--- src/hw/rtl/ppd_pkg.sv ---
// ----------------------------------------------------------------------------
// ppd_pkg
// Shared types and constants of the pairwise point distance unit.
// ----------------------------------------------------------------------------
package ppd_pkg;

  localparam int MAX_POINTS    = 8;
  localparam int FRACTION_BITS = 8;

  localparam int COORD_W  = 16;
  localparam int IDX_W    = (MAX_POINTS > 2) ? $clog2(MAX_POINTS) : 1;
  localparam int CNT_W    = $clog2(MAX_POINTS + 1);
  localparam int ABS_W    = COORD_W;
  localparam int SUM_W    = 2 * COORD_W + 2;
  localparam int ROOT_W   = SUM_W / 2 + FRACTION_BITS;
  localparam int OIDX_W   = 3;
  localparam int DIST_W   = 25;
  localparam int STATUS_W = 2;

  typedef enum logic {
    OP_ADD  = 1'b0,
    OP_DIST = 1'b1
  } op_e;

  typedef enum logic [STATUS_W-1:0] {
    ST_ADDED = 2'd0,
    ST_FULL  = 2'd1,
    ST_DIST  = 2'd2,
    ST_FEW   = 2'd3
  } status_e;

  typedef enum logic [2:0] {
    S_IDLE,
    S_READ,
    S_DIFF,
    S_SQX,
    S_SQY,
    S_ROOT,
    S_WAIT
  } state_e;

endpackage

--- src/hw/rtl/ppd_sqrt.sv ---
// ----------------------------------------------------------------------------
// ppd_sqrt
// Iterative fixed-point square root: one result bit per cycle.
// ----------------------------------------------------------------------------
module ppd_sqrt (
  input  logic                       clk_i,
  input  logic                       rst_ni,
  input  logic                       start_i,
  input  logic [ppd_pkg::SUM_W-1:0]  radicand_i,
  output logic                       done_o,
  output logic [ppd_pkg::ROOT_W-1:0] root_o
);
  import ppd_pkg::*;

  localparam int RAD_W  = 2 * ROOT_W;
  localparam int REM_W  = ROOT_W + 2;
  localparam int STEP_W = $clog2(ROOT_W + 1);

  logic [RAD_W-1:0]  rad_q, rad_d;
  logic [REM_W-1:0]  rem_q, rem_d;
  logic [ROOT_W-1:0] root_q, root_d;
  logic [STEP_W-1:0] step_q, step_d;
  logic              run_q, run_d;
  logic              done_q, done_d;

  logic [REM_W-1:0]  rem_sh;
  logic [REM_W-1:0]  trial;

  // The radicand is scaled by the fraction bits so that the root carries them.
  always_comb begin
    rad_d  = rad_q;
    rem_d  = rem_q;
    root_d = root_q;
    step_d = step_q;
    run_d  = run_q;
    done_d = 1'b0;
    rem_sh = {rem_q[REM_W-3:0], rad_q[RAD_W-1 -: 2]};
    trial  = {root_q, 2'b01};
    if (start_i) begin
      rad_d  = {radicand_i, (2 * FRACTION_BITS)'(0)};
      rem_d  = '0;
      root_d = '0;
      step_d = '0;
      run_d  = 1'b1;
    end else if (run_q) begin
      rad_d = {rad_q[RAD_W-3:0], 2'b00};
      if (rem_sh >= trial) begin
        rem_d  = rem_sh - trial;
        root_d = {root_q[ROOT_W-2:0], 1'b1};
      end else begin
        rem_d  = rem_sh;
        root_d = {root_q[ROOT_W-2:0], 1'b0};
      end
      step_d = step_q + STEP_W'(1);
      if (step_q == STEP_W'(ROOT_W - 1)) begin
        run_d  = 1'b0;
        done_d = 1'b1;
      end
    end
  end

  always_ff @(posedge clk_i or negedge rst_ni) begin
    if (!rst_ni) begin
      run_q  <= 1'b0;
      done_q <= 1'b0;
      step_q <= '0;
    end else begin
      run_q  <= run_d;
      done_q <= done_d;
      step_q <= step_d;
    end
  end

  always_ff @(posedge clk_i) begin
    rad_q  <= rad_d;
    rem_q  <= rem_d;
    root_q <= root_d;
  end

  assign done_o = done_q;
  assign root_o = root_q;

endmodule

--- src/hw/rtl/pairwise_point_distance_unit.sv ---
// ----------------------------------------------------------------------------
// pairwise_point_distance_unit
// Point store with Euclidean distances over all stored pairs.
// ----------------------------------------------------------------------------
// Channel   Direction  Handshake                Payload
// command   in         start && !busy           operation_i, x_coord_i, y_coord_i
// result    out        result_valid_o (1 cycle) status_o, first_index_o,
//                                               second_index_o, distance_o, last_o
//
// An add gives its result in the cycle after it is taken; busy stays low.
// A compute handles one stored pair at a time: read, difference, two passes
// through the shared 16x16 multiplier, then the bit-serial square root,
// which dominates. A compute with fewer than two points answers in the next
// cycle. Reset empties the store at once.
// Results cannot be stalled: each is shown for exactly one cycle.
// ----------------------------------------------------------------------------
module pairwise_point_distance_unit (
  input  logic                                clk_i,
  input  logic                                rst_ni,
  input  logic                                start,
  output logic                                busy,
  input  logic                                operation_i,
  input  logic signed [ppd_pkg::COORD_W-1:0]  x_coord_i,
  input  logic signed [ppd_pkg::COORD_W-1:0]  y_coord_i,
  output logic                                result_valid_o,
  output logic [ppd_pkg::STATUS_W-1:0]        status_o,
  output logic [ppd_pkg::OIDX_W-1:0]          first_index_o,
  output logic [ppd_pkg::OIDX_W-1:0]          second_index_o,
  output logic [ppd_pkg::DIST_W-1:0]          distance_o,
  output logic                                last_o
);
  import ppd_pkg::*;

  state_e state_q, state_d;

  logic [CNT_W-1:0]     count_q, count_d;
  logic [IDX_W-1:0]     i_q, i_d, j_q, j_d;
  logic [SUM_W-1:0]     acc_q, acc_d;
  logic [2*COORD_W-1:0] mem_q [MAX_POINTS];
  logic [2*COORD_W-1:0] pt_i_q, pt_j_q;
  logic [ABS_W-1:0]     ax_q, ay_q;
  logic                 wr_en;

  logic                 res_valid_q, res_valid_d;
  status_e              status_q, status_d;
  logic [OIDX_W-1:0]    fidx_q, fidx_d, sidx_q, sidx_d;
  logic [DIST_W-1:0]    dist_q, dist_d;
  logic                 last_q, last_d;

  logic                 sq_start;
  logic                 sq_done;
  logic [ROOT_W-1:0]    sq_root;

  logic [ABS_W-1:0]     mul_op;
  logic [2*ABS_W-1:0]   prod;
  logic signed [COORD_W:0] dx, dy;
  logic                 j_end, pair_last;

  // Differences are one bit wider so that the magnitude never overflows.
  assign dx = {pt_j_q[2*COORD_W-1], pt_j_q[2*COORD_W-1 -: COORD_W]}
            - {pt_i_q[2*COORD_W-1], pt_i_q[2*COORD_W-1 -: COORD_W]};
  assign dy = {pt_j_q[COORD_W-1], pt_j_q[COORD_W-1:0]}
            - {pt_i_q[COORD_W-1], pt_i_q[COORD_W-1:0]};

  assign mul_op = (state_q == S_SQX) ? ax_q : ay_q;
  assign prod   = mul_op * mul_op;

  assign j_end     = (CNT_W'(j_q) == count_q - CNT_W'(1));
  assign pair_last = j_end && (CNT_W'(i_q) == count_q - CNT_W'(2));

  always_comb begin
    state_d     = state_q;
    count_d     = count_q;
    i_d         = i_q;
    j_d         = j_q;
    acc_d       = acc_q;
    wr_en       = 1'b0;
    sq_start    = 1'b0;
    res_valid_d = 1'b0;
    status_d    = status_q;
    fidx_d      = fidx_q;
    sidx_d      = sidx_q;
    dist_d      = dist_q;
    last_d      = last_q;
    unique case (state_q)
      S_IDLE: begin
        if (start) begin
          res_valid_d = 1'b1;
          fidx_d      = '0;
          sidx_d      = '0;
          dist_d      = '0;
          last_d      = 1'b1;
          if (operation_i == OP_ADD) begin
            if (count_q == CNT_W'(MAX_POINTS)) begin
              status_d = ST_FULL;
            end else begin
              status_d = ST_ADDED;
              fidx_d   = OIDX_W'(count_q);
              wr_en    = 1'b1;
              count_d  = count_q + CNT_W'(1);
            end
          end else if (count_q < CNT_W'(2)) begin
            status_d = ST_FEW;
          end else begin
            res_valid_d = 1'b0;
            i_d         = '0;
            j_d         = IDX_W'(1);
            state_d     = S_READ;
          end
        end
      end
      S_READ: state_d = S_DIFF;
      S_DIFF: state_d = S_SQX;
      S_SQX: begin
        acc_d   = SUM_W'(prod);
        state_d = S_SQY;
      end
      S_SQY: begin
        acc_d   = acc_q + SUM_W'(prod);
        state_d = S_ROOT;
      end
      S_ROOT: begin
        sq_start = 1'b1;
        state_d  = S_WAIT;
      end
      S_WAIT: begin
        if (sq_done) begin
          res_valid_d = 1'b1;
          status_d    = ST_DIST;
          fidx_d      = OIDX_W'(i_q);
          sidx_d      = OIDX_W'(j_q);
          dist_d      = DIST_W'(sq_root);
          last_d      = pair_last;
          if (pair_last) begin
            state_d = S_IDLE;
          end else begin
            state_d = S_READ;
            if (j_end) begin
              i_d = i_q + IDX_W'(1);
              j_d = i_q + IDX_W'(2);
            end else begin
              j_d = j_q + IDX_W'(1);
            end
          end
        end
      end
      default: state_d = S_IDLE;
    endcase
  end

  always_ff @(posedge clk_i or negedge rst_ni) begin
    if (!rst_ni) begin
      state_q     <= S_IDLE;
      count_q     <= '0;
      res_valid_q <= 1'b0;
    end else begin
      state_q     <= state_d;
      count_q     <= count_d;
      res_valid_q <= res_valid_d;
    end
  end

  always_ff @(posedge clk_i) begin
    i_q      <= i_d;
    j_q      <= j_d;
    acc_q    <= acc_d;
    status_q <= status_d;
    fidx_q   <= fidx_d;
    sidx_q   <= sidx_d;
    dist_q   <= dist_d;
    last_q   <= last_d;
  end

  // Point store: one write port, two registered read ports.
  always_ff @(posedge clk_i) begin
    if (wr_en) begin
      mem_q[count_q[IDX_W-1:0]] <= {x_coord_i, y_coord_i};
    end
    if (state_q == S_READ) begin
      pt_i_q <= mem_q[i_q];
      pt_j_q <= mem_q[j_q];
    end
  end

  always_ff @(posedge clk_i) begin
    if (state_q == S_DIFF) begin
      ax_q <= dx[COORD_W] ? ABS_W'(-dx) : ABS_W'(dx);
      ay_q <= dy[COORD_W] ? ABS_W'(-dy) : ABS_W'(dy);
    end
  end

  ppd_sqrt u_sqrt (
    .clk_i      (clk_i),
    .rst_ni     (rst_ni),
    .start_i    (sq_start),
    .radicand_i (acc_q),
    .done_o     (sq_done),
    .root_o     (sq_root)
  );

  assign busy           = (state_q != S_IDLE);
  assign result_valid_o = res_valid_q;
  assign status_o       = status_q;
  assign first_index_o  = fidx_q;
  assign second_index_o = sidx_q;
  assign distance_o     = dist_q;
  assign last_o         = last_q;

endmodule

--- config.mk ---
export PLATFORM = sky130hd
export DESIGN_NAME = pairwise_point_distance_unit
export DESIGN_NICKNAME = d
export VERILOG_FILES = /design/src/hw/rtl/ppd_pkg.sv /design/src/hw/rtl/ppd_sqrt.sv /design/src/hw/rtl/pairwise_point_distance_unit.sv
export SDC_FILE = /design/constraint.sdc
export NUM_CORES = 1
export LEC_CHECK = 0
export ABC_AREA = 1
export ABC_CLOCK_PERIOD_IN_PS = 13500
export BUFFER_PORTS_ARGS = -buffer_cell sky130_fd_sc_hd__buf_2
export CAP_MARGIN = 20
export CORE_UTILIZATION = 50
export DETAILED_ROUTE_END_ITERATION = 10
export PLACE_DENSITY = 0.65
export SLEW_MARGIN = 0
export SYNTH_ARGS = -nofsm -noshare
export SYNTH_HDL_FRONTEND = slang
export SYNTH_HIERARCHICAL = 1
export SYNTH_SLANG_ARGS = --single-unit
--- constraint.sdc ---
create_clock -name clk_i -period 13.5 [get_ports clk_i]
set_input_delay 2.025 -clock clk_i [delete_from_list [all_inputs] [get_ports clk_i]]
set_output_delay 2.025 -clock clk_i [all_outputs]
set_load 0.005 [all_outputs]
==> tab_implementation.tex, run 1 <==
\begin{tabular}{lr}
\hline
Metric & Value \\
\hline
\multicolumn{2}{l}{\textbf{Synthesis}} \\
\quad Commonest cells post-synth & sky130\_fd\_sc\_hd\_\_nand2\_1 (1,004), sky130\_fd\_sc\_hd\_\_inv\_1 (680), sky130\_fd\_sc\_hd\_\_edfxtp\_1 (460) \\
\quad Synth warnings & 6 \\
\quad Post-synth EDFFs & 460 \\
\quad Synthesized area per cell & 8.45 sq um \\
\quad Library cell with the highest instance count after synthesis & sky130\_fd\_sc\_hd\_\_nand2\_1 \\
\quad Cell type with the largest total area after synthesis & sky130\_fd\_sc\_hd\_\_edfxtp\_1 \\
\quad Fraction of registers with async set or reset after synthesis & 2.86\% \\
\quad Sequential fraction of the synthesis area & 41.4\% \\
\quad Dominant synthesized flop cell & sky130\_fd\_sc\_hd\_\_edfxtp\_1 \\
\quad Most area-consuming cells after synthesis & sky130\_fd\_sc\_hd\_\_edfxtp\_1 (38\%), sky130\_fd\_sc\_hd\_\_nand2\_1 (10\%), sky130\_fd\_sc\_hd\_\_fa\_1 (8.8\%) \\
\quad Gate count after technology mapping & 4,339 \\
\quad Mapped Nets & 4,742 \\
\quad Fraction of synthesized cell area taken by the top area cell type & 37.7\% \\
\quad Flip-flop and latch count after synthesis & 525 \\
\quad Number of distinct library cell variants in the gate-level netlist after synthesis & 55 \\
\quad Netlist area before placement & 36,700 sq um \\
\multicolumn{2}{l}{\textbf{STA}} \\
\quad Setup WS post-layout & 4.48 ns \\
\quad Tcrit/Tclk final & 66.8\% \\
\quad Skew final & 0.0870 ns \\
\quad Measured slew at the worst slew-check pin & 0.979 ns \\
\quad Final sum of negative setup slack & 0 ns \\
\quad Final setup violation count & 0 \\
\quad Max Freq & 111 MHz \\
\quad Count of final max-slew check failures & 0 \\
\quad Final min period & 9.02 ns \\
\quad Number of endpoints with negative hold slack in the final report & 0 \\
\quad Worst slew slack as a fraction of its limit & 34.7\% \\
\quad Setup repair after global routing missed its margin & false \\
\multicolumn{2}{l}{\textbf{Clocking}} \\
\quad CTS Root Cell & sky130\_fd\_sc\_hd\_\_clkbuf\_16 \\
\quad Max H-tree Level & 2 \\
\quad Hold buffer count at CTS & 0 \\
\quad Number of clock buffers inserted by TritonCTS & 56 \\
\quad Worst skew pair latency & 0.66 ns \\
\quad Clock tree buffer depth & 3 \\
\quad Clk slew on worst S/H paths & 0.06 ns \\
\quad Post-CTS setup buffer count & 0 \\
\quad TritonCTS clock tree & done \\
\quad Cts repair resizes & 0 \\
\quad Clk sinks & 525 \\
\multicolumn{2}{l}{\textbf{Setup path}} \\
\quad Max incr delay on CP & 0.64 ns \\
\quad FF-to-FF path depth & 33 \\
\quad Worst EP arrival & 9.35 ns \\
\quad Register-to-register setup slack & 4.48 ns \\
\quad Worst setup path startpoint & state\_q[2] \\
\quad Launch instance of the worst register-to-register path & state\_q[2] \\
\quad Critical Setup Path Class & register to register \\
\quad Sort of element at the end of the critical path & register \\
\quad Endpoint of the worst-slack reg-to-reg timing path & acc\_q[30] \\
\quad Critical Path Fanout Max & 33 \\
\quad Most common cell type on the critical path & sky130\_fd\_sc\_hd\_\_nand2\_1 \\
\quad Data required time of the critical path & 13.83 ns \\
\quad Critical Path Source Type & register \\
\quad Slowest cell on the critical path & sky130\_fd\_sc\_hd\_\_o21ai\_4 \\
\multicolumn{2}{l}{\textbf{Min path}} \\
\quad Startpoint of the most critical hold path & u\_sqrt/rem\_q[24] \\
\quad Kind of path behind the tightest hold check & register to register \\
\quad Hold-critical path depth & 2 \\
\quad Worst hold endpoint & u\_sqrt/rem\_q[24] \\
\multicolumn{2}{l}{\textbf{Floorplanning}} \\
\quad Starting density of the core & 50.9\% \\
\quad Floorplan die height & 273 microns \\
\quad Core Rows & 98 \\
\quad Die footprint & 74,500 sq um \\
\quad Std-Cell Core Area & 72,100 sq um \\
\quad IO Count & 72 \\
\quad Die X & 273 microns \\
\multicolumn{2}{l}{\textbf{Outcome}} \\
\quad Run status & complete, no violations \\
\multicolumn{2}{l}{\textbf{Route}} \\
\quad Total detailed-routing wirelength & 92.2 mm \\
\quad Via count & 28.6k \\
\quad Final ANT Viol Nets & 0 \\
\quad Routed via count divided by cell count & 5.35 \\
\quad DR WL met3 & 5.05 mm \\
\quad First-pass iteration count of the detailed router & 7 \\
\quad DR WL/cell & 17.2 microns \\
\quad Highest layer used for signal routing & met5 \\
\quad DRC viols & 0 \\
\quad Met2 WL post-DR & 43.5 mm \\
\quad Violation count after the first detailed-routing iteration & 2,120 \\
\quad Met1 wire length & 41.2 mm \\
\multicolumn{2}{l}{\textbf{Placed design}} \\
\quad Placer's final routability congestion estimate & 0.939 \\
\quad Port Buf Inserts & 71 \\
\quad Placement-stage worst setup slack & 4.64 ns \\
\quad Half-perimeter wire length after placement & 65.1 mm \\
\multicolumn{2}{l}{\textbf{Global route}} \\
\quad Vias in the first global route & 27.3k \\
\quad Overall Global Routing Usage & 24.7\% \\
\quad Global-route wire length before repair & 146 mm \\
\quad Number of antenna violations at the first check in global routing & 4 \\
\quad Final global-route overflow total & 0 \\
\quad Maximum number of pins on one net before global-route repair & 92 \\
\multicolumn{2}{l}{\textbf{Cells and area}} \\
\quad Layout net count & 4,757 \\
\quad Number of filler instances in the final layout & 6,691 \\
\quad Syn-to-layout area delta & 8.57\% \\
\quad Layout cell share with drive strength beyond 1 & 7.48\% \\
\multicolumn{2}{l}{\textbf{Job}} \\
\quad Number of maximum-capacitance constraint violations & 0 \\
\hline
\end{tabular}
==> through the flow <==
| stage | instance area [sq um] | utilization (%) | instances | hold WS, ns |
|---|---|---|---|---|
| detailed placement | 37900 | 52.6 | 5244 | 0.452 |
| finish | 39800 | 55.2 | 5352 | 0.464 |
| global route | 39800 | 55.2 | 5351 | 0.482 |
| CTS | 39800 | 55.2 | 5349 | 0.462 |
| global placement | 37900 | 52.6 | 5244 | 0.449 |
| floorplan | 36700 | - | 4339 | 0.430 |
==> flip-flops by register name, summed over array words and instances (netlist names), 5 cells and up <==
register,cells
u_sqrt/rem_q,25
u_sqrt/root_o,25
distance_o,25
u_sqrt/step_q,5
pt_i_q,32
ax_q,16
ay_q,16
acc_q,34
pt_j_q,32
u_sqrt/rad_q,34
mem_q,256
==> cell type report <==
| class | count | area (sq um) | area share (%) |
|---|---|---|---|
| multi-input cells | 2951 | 18200 | 45.8 |
| flip-flops and latches | 525 | 15200 | 38.1 |
| inverters | 713 | 2680 | 6.73 |
| clock buffers | 66 | 1460 | 3.66 |
| well taps | 950 | 1190 | 2.98 |
| repair buffers | 107 | 658 | 1.65 |
| clock inverters | 39 | 403 | 1.01 |
| diodes | 1 | 2.50 | 0.00628 |
==> worst max-delay path by stage <==
stage                      endpoint  slack (ns)
final                     acc_q[30]        4.48
after global routing      acc_q[30]        4.05
after CTS                 acc_q[30]        4.54
after detailed placement  acc_q[30]        4.64
after global placement    acc_q[30]        4.62
after floorplan           acc_q[32]        6.28
==> critical path, delay by kind of cell (launching register included) <==
family | cells | cell delay, ns
buffers and inverters | 7 | 0.73
XOR/XNOR | 1 | 0.25
adder cells (fa/ha/maj) | 8 | 3.84
AND/OR/NAND/NOR | 12 | 1.80
flip-flops | 1 | 0.46
AO/OA/AOI/OAI | 5 | 1.56
==> cells by family (layout without fill, tap and decap cells) <==
| logic type | Yosys count | count (layout) | share of synthesized area [%] |
|---|---|---|---|
| AND/OR/NAND/NOR | 1671 | 1671 | 18.9 |
| buffers and inverters | 863 | 925 | 9.10 |
| AO/OA/AOI/OAI | 822 | 822 | 12.6 |
| flip-flops | 525 | 525 | 41.4 |
| adder cells (fa/ha/maj) | 368 | 368 | 15.9 |
| XOR/XNOR | 90 | 90 | 2.15 |
| other | 0 | 1 | 0 |
==> routing by layer <==
metal  GRT usage (%)  up-vias
met5               0        -
met1            33.4    13400
met4            7.38        8
li1                -    14300
met3            3.13      162
met2            41.4      764
==> layout by cell type (no fill, tap or decap), types with 10 or more instances in the layout <==
cell,count
sky130_fd_sc_hd__nor3_1,22
sky130_fd_sc_hd__o21ai_1,16
sky130_fd_sc_hd__fa_1,162
sky130_fd_sc_hd__clkbuf_16,56
sky130_fd_sc_hd__nand3b_1,15
sky130_fd_sc_hd__nand2_1,1004
sky130_fd_sc_hd__ha_1,205
sky130_fd_sc_hd__dfxtp_1,50
sky130_fd_sc_hd__a21oi_1,266
sky130_fd_sc_hd__and2_1,11
sky130_fd_sc_hd__inv_2,33
sky130_fd_sc_hd__nand4_1,31
sky130_fd_sc_hd__o21ai_4,10
sky130_fd_sc_hd__xor2_1,53
sky130_fd_sc_hd__nor2_1,359
sky130_fd_sc_hd__nand2_2,16
sky130_fd_sc_hd__xnor2_1,37
sky130_fd_sc_hd__dfrtp_1,15
sky130_fd_sc_hd__a31oi_1,68
sky130_fd_sc_hd__inv_1,677
sky130_fd_sc_hd__buf_2,71
sky130_fd_sc_hd__nor2_4,18
sky130_fd_sc_hd__o211ai_1,65
sky130_fd_sc_hd__nand3_1,150
sky130_fd_sc_hd__nor2_2,20
sky130_fd_sc_hd__buf_4,34
sky130_fd_sc_hd__o22ai_1,27
sky130_fd_sc_hd__clkinv_2,17
sky130_fd_sc_hd__o21bai_1,10
sky130_fd_sc_hd__o21ai_0,329
sky130_fd_sc_hd__edfxtp_1,460
Power of run 1 is left out: the tool's default activity adds up to more than one toggle a clock period on the data nets, which glitch-free logic cannot reach.
==> run 2, diff against run 1 <==
ABC_AREA = 0   (was 1)
ABC_CLOCK_PERIOD_IN_PS = 9300   (was 13500)
clock period = 9.3 ns   (was 13.5 ns; I/O delays follow)
==> tab_implementation.tex, run 2 <==
\begin{tabular}{lr}
\hline
Metric & Value \\
\hline
\multicolumn{2}{l}{\textbf{Global route}} \\
\quad Global-route wire length before repair & 122 mm (-16\%) \\
\quad Routing layer with the top usage in global route & met2 \\
\quad Number of antenna violations at the first check in global routing & 1 (-3) \\
\quad Vias in the first global route & 22.6k (-17\%) \\
\quad Met3 Resource Use GR & 2.96\% (-0.17 points) \\
\quad Maximum number of pins on one net before global-route repair & 82 (-11\%) \\
\quad Grt met2 use & 37.7\% (-3.7 points) \\
\quad Overall Global Routing Usage & 22.3\% (-2.5 points) \\
\quad GR met1 Demand/Resource & 30.1\% (-3.3 points) \\
\quad Final global-route overflow total & 0 (unchanged) \\
\multicolumn{2}{l}{\textbf{Cells and area}} \\
\quad Number of filler instances in the final layout & 5,514 (-18\%) \\
\quad Layout net count & 3,270 (-31\%) \\
\quad Flip-flop count of the largest register, all copies and words added & 256 (unchanged) \\
\quad Syn-to-layout area delta & 10.8\% \\
\quad Leading cell type in the layout, fill and taps excluded & sky130\_fd\_sc\_hd\_\_edfxtp\_1 \\
\quad Finished Cell Area & 37,800 sq um (-5.2\%) \\
\quad Final antenna diode count & 0 (-1) \\
\quad Layout cell share with drive strength beyond 1 & 17.7\% (+10 points) \\
\quad Commonest cells after routing, fill and taps aside & sky130\_fd\_sc\_hd\_\_edfxtp\_1 (460), sky130\_fd\_sc\_hd\_\_inv\_1 (318), sky130\_fd\_sc\_hd\_\_ha\_1 (205), sky130\_fd\_sc\_hd\_\_nor2\_1 (193), sky130\_fd\_sc\_hd\_\_nand2\_1 (180) \\
\multicolumn{2}{l}{\textbf{STA}} \\
\quad Final hold slack & 0.474 ns (+0.0101 ns) \\
\quad Final setup violation count & 0 (unchanged) \\
\quad Number of endpoints with negative hold slack in the final report & 0 (unchanged) \\
\quad Skew final & 0.0728 ns (-0.0142 ns) \\
\quad Measured slew at the worst slew-check pin & 1.06 ns (+0.0832 ns) \\
\quad Tcrit/Tclk final & 94.9\% (+28 points) \\
\quad Setup repair after global routing missed its margin & false \\
\quad Count of final max-slew check failures & 0 (unchanged) \\
\quad Final min period & 8.83 ns (-0.193 ns) \\
\quad Worst slew slack as a fraction of its limit & 29.2\% (-5.5 points) \\
\quad Final sum of negative setup slack & 0 ns (unchanged) \\
\quad Setup WS post-layout & 0.472 ns (-4.01 ns) \\
\quad Max Freq & 113 MHz (+2.2\%) \\
\multicolumn{2}{l}{\textbf{Synthesis}} \\
\quad Fraction of registers with async set or reset after synthesis & 2.86\% (unchanged) \\
\quad Synth warnings & 6 (unchanged) \\
\quad Dominant synthesized flop cell & sky130\_fd\_sc\_hd\_\_edfxtp\_1 \\
\quad Cell type with the largest total area after synthesis & sky130\_fd\_sc\_hd\_\_edfxtp\_1 \\
\quad Mapped Nets & 3,168 (-33\%) \\
\quad Fraction of synthesized cell area taken by the top area cell type & 40.5\% (+2.9 points) \\
\quad Post-synth EDFFs & 460 (unchanged) \\
\quad Commonest cells post-synth & sky130\_fd\_sc\_hd\_\_edfxtp\_1 (460), sky130\_fd\_sc\_hd\_\_inv\_1 (318), sky130\_fd\_sc\_hd\_\_ha\_1 (205) \\
\quad Sequential fraction of the synthesis area & 44.6\% (+3.2 points) \\
\quad Gate count after technology mapping & 2,765 (-36\%) \\
\quad Library cell with the highest instance count after synthesis & sky130\_fd\_sc\_hd\_\_edfxtp\_1 \\
\quad Netlist area before placement & 34,100 sq um (-7.1\%) \\
\quad Most area-consuming cells after synthesis & sky130\_fd\_sc\_hd\_\_edfxtp\_1 (41\%), sky130\_fd\_sc\_hd\_\_fa\_1 (9.5\%), sky130\_fd\_sc\_hd\_\_mux4\_2 (8.5\%) \\
\quad Number of distinct library cell variants in the gate-level netlist after synthesis & 85 (+55\%) \\
\quad Synthesized area per cell & 12.3 sq um (+46\%) \\
\quad Flip-flop and latch count after synthesis & 525 (unchanged) \\
\multicolumn{2}{l}{\textbf{Setup path}} \\
\quad Critical Path Fanout Max & 22 (-33\%) \\
\quad Max incr delay on CP & 0.56 ns (-0.08 ns) \\
\quad Register-to-register setup slack & 0.47 ns (-4.01 ns) \\
\quad Data required time of the critical path & 9.64 ns (-4.19 ns) \\
\quad Critical Path Source Type & register \\
\quad Crit path max-delay family & adder cells \\
\quad Worst setup path startpoint & state\_q[2] \\
\quad Critical Setup Path Class & register to register \\
\quad FF-to-FF path depth & 37 (+12\%) \\
\quad Number of buffer and inverter stages on the critical path & 10 (+3) \\
\quad Most common cell type on the critical path & sky130\_fd\_sc\_hd\_\_inv\_1 \\
\quad Launch instance of the worst register-to-register path & state\_q[2] \\
\quad Endpoint of the worst-slack reg-to-reg timing path & acc\_q[30] \\
\quad Slowest cell on the critical path & sky130\_fd\_sc\_hd\_\_fa\_1 \\
\quad Sort of element at the end of the critical path & register \\
\quad Worst EP arrival & 9.17 ns (-0.18 ns) \\
\multicolumn{2}{l}{\textbf{Route}} \\
\quad Final ANT Viol Nets & 0 (unchanged) \\
\quad First-pass iteration count of the detailed router & 6 (-1) \\
\quad DRC viols & 0 (unchanged) \\
\quad DR WL/cell & 20.2 microns (+17\%) \\
\quad Total detailed-routing wirelength & 76.6 mm (-17\%) \\
\quad Violation count after the first detailed-routing iteration & 1,511 (-29\%) \\
\quad Via count & 21.7k (-24\%) \\
\quad Routed via count divided by cell count & 5.73 (+7.2\%) \\
\multicolumn{2}{l}{\textbf{Clocking}} \\
\quad Post-CTS setup buffer count & 0 (unchanged) \\
\quad Clk sinks & 525 (unchanged) \\
\quad Max H-tree Level & 2 (unchanged) \\
\quad Clock tree buffer depth & 3 (unchanged) \\
\quad Worst skew pair latency & 0.65 ns (about the same) \\
\quad Hold buffer count at CTS & 0 (unchanged) \\
\quad TritonCTS clock tree & done \\
\quad Clk slew on worst S/H paths & 0.06 ns (about the same) \\
\quad CTS Root Cell & sky130\_fd\_sc\_hd\_\_clkbuf\_16 \\
\quad Number of clock buffers inserted by TritonCTS & 57 (+1.8\%) \\
\multicolumn{2}{l}{\textbf{Floorplanning}} \\
\quad Starting density of the core & 50.7\% (-0.22 points) \\
\quad Core Rows & 95 (-3.1\%) \\
\quad Die X & 263 microns (-3.6\%) \\
\quad IO Count & 72 (unchanged) \\
\quad Die footprint & 69,200 sq um (-7.0\%) \\
\quad Std-Cell Core Area & 67,300 sq um (-6.7\%) \\
\quad Floorplan die height & 263 microns (-3.6\%) \\
\multicolumn{2}{l}{\textbf{Min path}} \\
\quad Worst hold endpoint & u\_sqrt/rem\_q[2] \\
\quad Hold-critical path depth & 2 (unchanged) \\
\quad Startpoint of the most critical hold path & u\_sqrt/rem\_q[2] \\
\quad Kind of path behind the tightest hold check & register to register \\
\multicolumn{2}{l}{\textbf{Placed design}} \\
\quad Placement-stage worst setup slack & 0.292 ns (-4.34 ns) \\
\quad Placer's final routability congestion estimate & 0.901 (-4.1\%) \\
\quad Half-perimeter wire length after placement & 53.4 mm (-18\%) \\
\quad Port Buf Inserts & 71 (unchanged) \\
\quad Cell area after placement & 35,700 sq um (-5.8\%) \\
\multicolumn{2}{l}{\textbf{Outcome}} \\
\quad Run status & complete, no violations \\
\multicolumn{2}{l}{\textbf{Job}} \\
\quad Number of maximum-capacitance constraint violations & 0 (unchanged) \\
\hline
\end{tabular}
[run 2: cell count changes after synthesis, moves of 128 or more]
| cell | before | now |
|---|---|---|
| sky130_fd_sc_hd__a21oi_1 | 266 | 105 |
| sky130_fd_sc_hd__o21ai_0 | 330 | 83 |
| sky130_fd_sc_hd__mux4_2 | 0 | 128 |
| sky130_fd_sc_hd__nor2_1 | 369 | 197 |
| sky130_fd_sc_hd__nand2_1 | 1004 | 180 |
| sky130_fd_sc_hd__inv_1 | 680 | 318 |
[run 2: how the worst max path moves through the flow]
stage,slack [ns],cells after the start,end
2_1_floorplan,0.11,32,acc_q[31]
3_3_place_gp,0.40,32,acc_q[31]
3_5_place_dp,0.29,35,acc_q[31]
4_1_cts,0.17,37,acc_q[30]
5_1_grt,0.03,33,acc_q[30]
6_report,0.47,37,acc_q[30]
[run 2: cell type report]
type / count / area, sq um / share of cell area, %
Timing Repair Buffer: 143 / 925 / 2.45
Inverter: 326 / 1220 / 3.24
Multi-Input combinational cell: 1814 / 17300 / 45.9
Tap cell: 873 / 1090 / 2.89
Clock buffer: 72 / 1500 / 3.98
Clock inverter: 36 / 483 / 1.28
Sequential cell: 525 / 15200 / 40.2
[run 2: cell families after synthesis]
kind of cell	share of synthesized area (%)
AND/OR/NAND/NOR	8.15
flip-flops	44.6
buffers and inverters	4.78
AO/OA/AOI/OAI	8.31
adder cells (fa/ha/maj)	17.1
multiplexers	13.4
XOR/XNOR	3.74
[run 2: through the flow]
stage / cells / util, %
global placement: 3680 / 53.1
detailed placement: 3680 / 53.1
CTS: 3788 / 56.0
global route: 3789 / 56.1
floorplan: 2765 / -
finish: 3789 / 56.1
[run 2: per-layer routing]
layer,routed length (microns),vias up
met5,13,-
met4,1970,2
met3,3260,129
met2,37500,532
met1,33800,10900
li1,-,10200
[run 2: repair_timing]
action	4_1_cts	5_1_grt
hold endpoints to repair	0	0
setup endpoints to repair	0	10
resized for setup	0	15
[run 2: worst register-to-register path: cells and delay by family (launching register included)]
family / cells / cell delay, ns
adder cells (fa/ha/maj): 8 / 3.69
AO/OA/AOI/OAI: 9 / 1.75
buffers and inverters: 10 / 0.92
AND/OR/NAND/NOR: 6 / 0.76
multiplexers: 2 / 0.66
XOR/XNOR: 2 / 0.38
flip-flops: 1 / 0.35
Power of run 2 is left out for the same reason.
